===== config.mk =====
export PLATFORM = sky130hd
export DESIGN_NAME = bcf_ctrl
export DESIGN_NICKNAME = d
export VERILOG_FILES = /design/src/bcf_pkg.sv /design/src/bcf_ctrl.sv
export SDC_FILE = /design/constraint.sdc
export NUM_CORES = 1
export LEC_CHECK = 0
export BUFFER_PORTS_ARGS = -buffer_cell sky130_fd_sc_hd__buf_4
export CORE_ASPECT_RATIO = 0.9
export CORE_UTILIZATION = 45
export CTS_CLUSTER_DIAMETER = 100
export DETAILED_ROUTE_END_ITERATION = 10
export GPL_ROUTABILITY_DRIVEN = 1
export GPL_TIMING_DRIVEN = 0
export PLACE_DENSITY = 0.65
export SLEW_MARGIN = 20
export SYNTH_ARGS = -nofsm -noshare
export SYNTH_HDL_FRONTEND = slang
export SYNTH_SLANG_ARGS = --single-unit

===== constraint.sdc =====
create_clock -name clk_i -period 4.01 [get_ports clk_i]
set_clock_uncertainty 0.15 [all_clocks]
set_input_delay 0.401 -clock clk_i [delete_from_list [all_inputs] [get_ports clk_i]]
set_output_delay 0.401 -clock clk_i [all_outputs]
set_load 0.1 [all_outputs]

===== src/bcf_pkg.sv =====
// Shared widths, defaults, controller states and command/status types of the flattener.
package bcf_pkg;

  localparam int HandleW         = 16;
  localparam int PointW          = 24;
  localparam int InDataW         = 2 * HandleW;
  localparam int OutDataW        = 2 * PointW;
  localparam int DefMaxSamples   = 64;
  localparam int DefMaxHandles   = 1024;
  localparam int DefTFracBits    = 16;
  localparam int PointFracBits   = 8;
  localparam int PipeWaitCycles  = 3;

  typedef enum logic [7:0] {
    S_IDLE  = 8'b0000_0001,
    S_DIST  = 8'b0000_0010,
    S_SQRT  = 8'b0000_0100,
    S_DIV   = 8'b0000_1000,
    S_TINIT = 8'b0001_0000,
    S_WAIT  = 8'b0010_0000,
    S_EMIT  = 8'b0100_0000,
    S_EMIT0 = 8'b1000_0000
  } bcf_state_e;

  typedef struct packed {
    logic load;
    logic sqrt_step;
    logic div_step;
    logic t_init;
    logic t_next;
    logic emit_pt;
    logic emit_p0;
  } bcf_cmd_t;

  typedef struct packed {
    logic seg_go;
    logic c_zero;
    logic last_smp;
    logic out_free;
  } bcf_stat_t;

endpackage


===== src/bcf_ctrl.sv =====
// Sequencer of the flattener: handle intake, distance, divider setup and sample emission.
module bcf_ctrl import bcf_pkg::*; #(
  parameter int MAX_SAMPLES = DefMaxSamples,
  parameter int T_FRAC_BITS = DefTFracBits
) (
  input  logic      clk_i,
  input  logic      rst_ni,
  input  logic      in_valid_i,
  output logic      in_ready_o,
  input  bcf_stat_t stat_i,
  output bcf_cmd_t  cmd_o
);

  localparam int CW     = $clog2(MAX_SAMPLES + 1);
  localparam int STEP_W = $clog2(T_FRAC_BITS + 2);

  bcf_state_e state_q, state_d;
  logic [STEP_W-1:0] cnt_q, cnt_d;

  assign in_ready_o = (state_q == S_IDLE);

  always_comb begin
    state_d = state_q;
    cnt_d   = cnt_q;
    cmd_o   = '0;
    case (state_q)
      S_IDLE: begin
        cmd_o.load = in_valid_i;
        if (in_valid_i && stat_i.seg_go) begin
          state_d = S_DIST;
        end
      end
      S_DIST: begin
        state_d = S_SQRT;
        cnt_d   = '0;
      end
      S_SQRT: begin
        cmd_o.sqrt_step = 1'b1;
        cnt_d = cnt_q + 1'b1;
        if (cnt_q == STEP_W'(CW - 1)) begin
          state_d = S_DIV;
          cnt_d   = '0;
        end
      end
      S_DIV: begin
        cmd_o.div_step = 1'b1;
        cnt_d = cnt_q + 1'b1;
        if (cnt_q == STEP_W'(T_FRAC_BITS)) begin
          // The sample count is settled once the root is done.
          state_d = stat_i.c_zero ? S_EMIT0 : S_TINIT;
          cnt_d   = '0;
        end
      end
      S_TINIT: begin
        cmd_o.t_init = 1'b1;
        state_d = S_WAIT;
        cnt_d   = '0;
      end
      S_WAIT: begin
        cnt_d = cnt_q + 1'b1;
        if (cnt_q == STEP_W'(PipeWaitCycles - 1)) begin
          state_d = S_EMIT;
        end
      end
      S_EMIT: begin
        if (stat_i.out_free) begin
          cmd_o.emit_pt = 1'b1;
          if (stat_i.last_smp) begin
            state_d = S_IDLE;
          end else begin
            cmd_o.t_next = 1'b1;
            state_d = S_WAIT;
            cnt_d   = '0;
          end
        end
      end
      S_EMIT0: begin
        if (stat_i.out_free) begin
          cmd_o.emit_p0 = 1'b1;
          state_d = S_IDLE;
        end
      end
      default: begin
        state_d = S_IDLE;
      end
    endcase
  end

  always_ff @(posedge clk_i or negedge rst_ni) begin
    if (!rst_ni) begin
      state_q <= S_IDLE;
      cnt_q   <= '0;
    end else begin
      state_q <= state_d;
      cnt_q   <= cnt_d;
    end
  end

endmodule


==> impl_metrics.csv <==
group,metric,value,unit
worst_hold_path,hold_path_end,"state_q[4]",
grt,grt_pass1_wl,3.760,mm
worst_setup_path,crit_family,"simple AND/OR/NAND/NOR gates",
sta,rsz0062_at_grt,"false",
synthesis,synth_nets,116,
grt,grt_max_degree,14,
grt,antenna_found_initial,0,
worst_setup_path,critical-path-max-stage-delay,0.49,ns
synthesis,synth_cell_type_count,45,
pwr,power,885.4,uW
floorplanning,rows,15,
cells_and_area,area_delta_synth_final,17.16,%
cells_and_area,drive_gt1_share,28.80,%
sta,drv_slew,0,
grt,grt_overflow,0,
clocking,cts_root_buf,"clkbuf_4",
detailed_routing,drt-initial-drc-count,15,
detailed_routing,vias,891,
cells_and_area,fin_util,58.69,%
floorplanning,initial_core_util,50.09,%
floorplanning,io_pins,15,
cells_and_area,diodes,0,
worst_hold_path,min_path_cells,2,
synthesis,yosys_warnings,0,
synthesis,syn_area,1006,sq um
floorplanning,die_width,51.84,um
clocking,cts.sinks,13,
worst_setup_path,cp_data_arrival_time,1.99,ns
sta,tightest_slew,0.6616,ns
worst_setup_path,worst-path-stages,4,
pwr,leakage,0.5370,nW
sta,maxSlewHeadroom,55.27,%
sta,finalSetupViolations,0,
sta,timing.setup.tns,0,ns
sta,fin_crit_sh,63.29,%
clocking,cts_resized,0,
worst_setup_path,critical_path_peak_fanout,6,
synthesis,avgSynthCellArea,9.490,sq um
cells_and_area,final_area,1179,sq um
synthesis,synth-main-ff-cell,"dfrtp_1",
detailed_routing,ant_nets,0,
synthesis,synth_edf_count,0,
grt,grt_usage,21.67,%
sta,fmaxAchievable,394.0,MHz
cells_and_area,final_nets,136,
detailed_routing,via_per_inst,5.940,
worst_setup_path,crit_chain,"nor4_2 -> nand4b_1 -> inv_1 -> buf_4",
run,maxCapViolCount,0,
cells_and_area,final_cell_mix,"buf_4, nor2_1, dfrtp_1",
worst_setup_path,criticalPathCategory,"reg2out",
floorplanning,die-area,2429,sq um
worst_setup_path,cp.required,3.46,ns
clocking,htreeDepth,1,
place,placed_cells,145,
worst_setup_path,rrSetupSlack,1.76,ns
grt,grt_pass1_vias,762,
floorplanning,die_y,46.86,um
worst_hold_path,hp-class,"in2reg",
detailed_routing,wire_per_inst,15.18,um
sta,period_minus_slack,2.538,ns
detailed_routing,routed_wl,2.277,mm
detailed_routing,dr.pass1.iters,4,
clocking,clk_pin_slew,0.09,ns
pwr,powerDensity,751.2,nW/um^2
sta,hold_viol,0,
synthesis,seq_area_frac_synth,32.46,%
place,dpl-instance-area,1142,sq um
place,place_congestion,0.8068,
worst_setup_path,crit_slowest_cell,"dfrtp_1",
worst_setup_path,r2r_start,"state_q[7]",
worst_setup_path,start_kind,"flop",
pwr,vdd_drop_max,0.6204,mV
synthesis,ys_seq_elements,13,
clocking,cts_tree,"yes",
worst_setup_path,r2r_cells,5,
cells_and_area,final_common_cell,"buf_4",
synthesis,synth_cells,106,
place,port_buffers,14,
clocking,clk_latency,0.28,ns
worst_setup_path,r2r_end,"state_q[7]",
floorplanning,coreArea,2008,sq um
clocking,ctsLongestPathBuffers,2,
synthesis,async_flop_share,100.0,%
worst_hold_path,hp-start,"stat_i[2]",
status,status,"finished, final reports clean",
cells_and_area,fin_cells,150,
place,dp_hpwl,1.702,mm
worst_setup_path,endpoint_kind,"output pin",
clocking,cts_buffers,3,
worst_setup_path,crit_buf_inv,2,
detailed_routing,drc,0,
cells_and_area,fillers,181,
-- worst reg2reg max path: stages, from the launching register on --
cell and delay (ns):
dfrtp_1 0.49, nor4_2 0.44, nand4b_1 0.35, o2111a_1 0.41, o21ai_2 0.15, o22ai_1 0.13
-- area by class of cell --
| class | count | area [sq um] | share of cell area, % |
|---|---|---|---|
| tap | 25 | 31.28 | 2.654 |
| buffer | 2 | 22.52 | 1.911 |
| sequential | 13 | 326.6 | 27.71 |
| clock buffer | 4 | 26.28 | 2.229 |
| inverter | 6 | 22.52 | 1.911 |
| timing repair buffer | 15 | 115.1 | 9.766 |
| multi-input combinational | 85 | 634.4 | 53.82 |
-- how the worst max path moves through the flow --
stage	start	to
CTS	state_q[7]	cmd_o[5]
floorplan	state_q[1]	cmd_o[2]
global placement	state_q[7]	cmd_o[5]
global route	state_q[7]	cmd_o[5]
finish	state_q[7]	cmd_o[5]
detailed placement	state_q[7]	cmd_o[5]
-- repair_timing --
action                                  4_1_cts  5_1_grt
hold buffers                                  1        0
buffers inserted                              0        0
endpoints found under the hold margin        12        0
endpoints found under the setup margin        0        0
-- synthesized netlist by cell type (all sizes together), types with 2 or more instances --
cell     count  area, sq um
nand4b       2        23.77
buf          2        22.52
and3         4        26.28
o2bb2ai      2        23.77
nand3        9        50.05
nand4        3        18.77
o21ai       10        53.80
a21oi        3        15.01
and4b        2        21.27
nor4b        2        17.52
nor3b        2        15.01
and2b        2        16.27
nor4         3        55.05
nand2        4        15.01
xor2         2        17.52
ha           3        37.54
nor3         5        36.29
o211ai       3        32.53
nor2        12        45.04
inv          6        22.52
dfrtp       12        300.3
-- flip-flops by register name, summed over array words and instances (netlist names) --
| register | flops |
|---|---|
| state_q | 8 |
| cnt_q | 5 |
-- kinds of logic (layout without fill, tap and decap cells) --
kind of cell	Yosys count	after routing	share of synthesized area, %
flip-flops	13	13	32.46
AND/OR/NAND/NOR	56	56	38.81
adder cells (fa/ha/maj)	3	3	3.732
XOR/XNOR	3	3	2.612
buffers and inverters	8	27	4.477
AO/OA/AOI/OAI	23	23	17.91
-- power by group --
part	internal (mW)	total [mW]	switching (mW)
Sequential	0.178	0.241	0.0626
Clock	0.0386	0.0836	0.0450
Combinational	0.204	0.561	0.357
-- routing by layer --
metal | vias to the layer above | global-route usage, % | share of wire (%)
li1 | 437 | - | -
met1 | 424 | 32.87 | 53
met2 | 28 | 31.03 | 42
met3 | 2 | 5.825 | 4.9
met4 | 0 | 3.243 | 0.53
met5 | - | 0 | 0
-- through the flow --
step / setup slack [ns] / hold slack [ns]
6_report: 1.472 / 0.1239
5_1_grt: 1.295 / 0.1345
4_1_cts: 1.488 / 0.1146
3_5_place_dp: 1.816 / 0.1093
3_3_place_gp: 1.837 / 0.1087
2_1_floorplan: 0.4313 / -0.04459
Note: power is estimated with default switching activity, not from simulation.
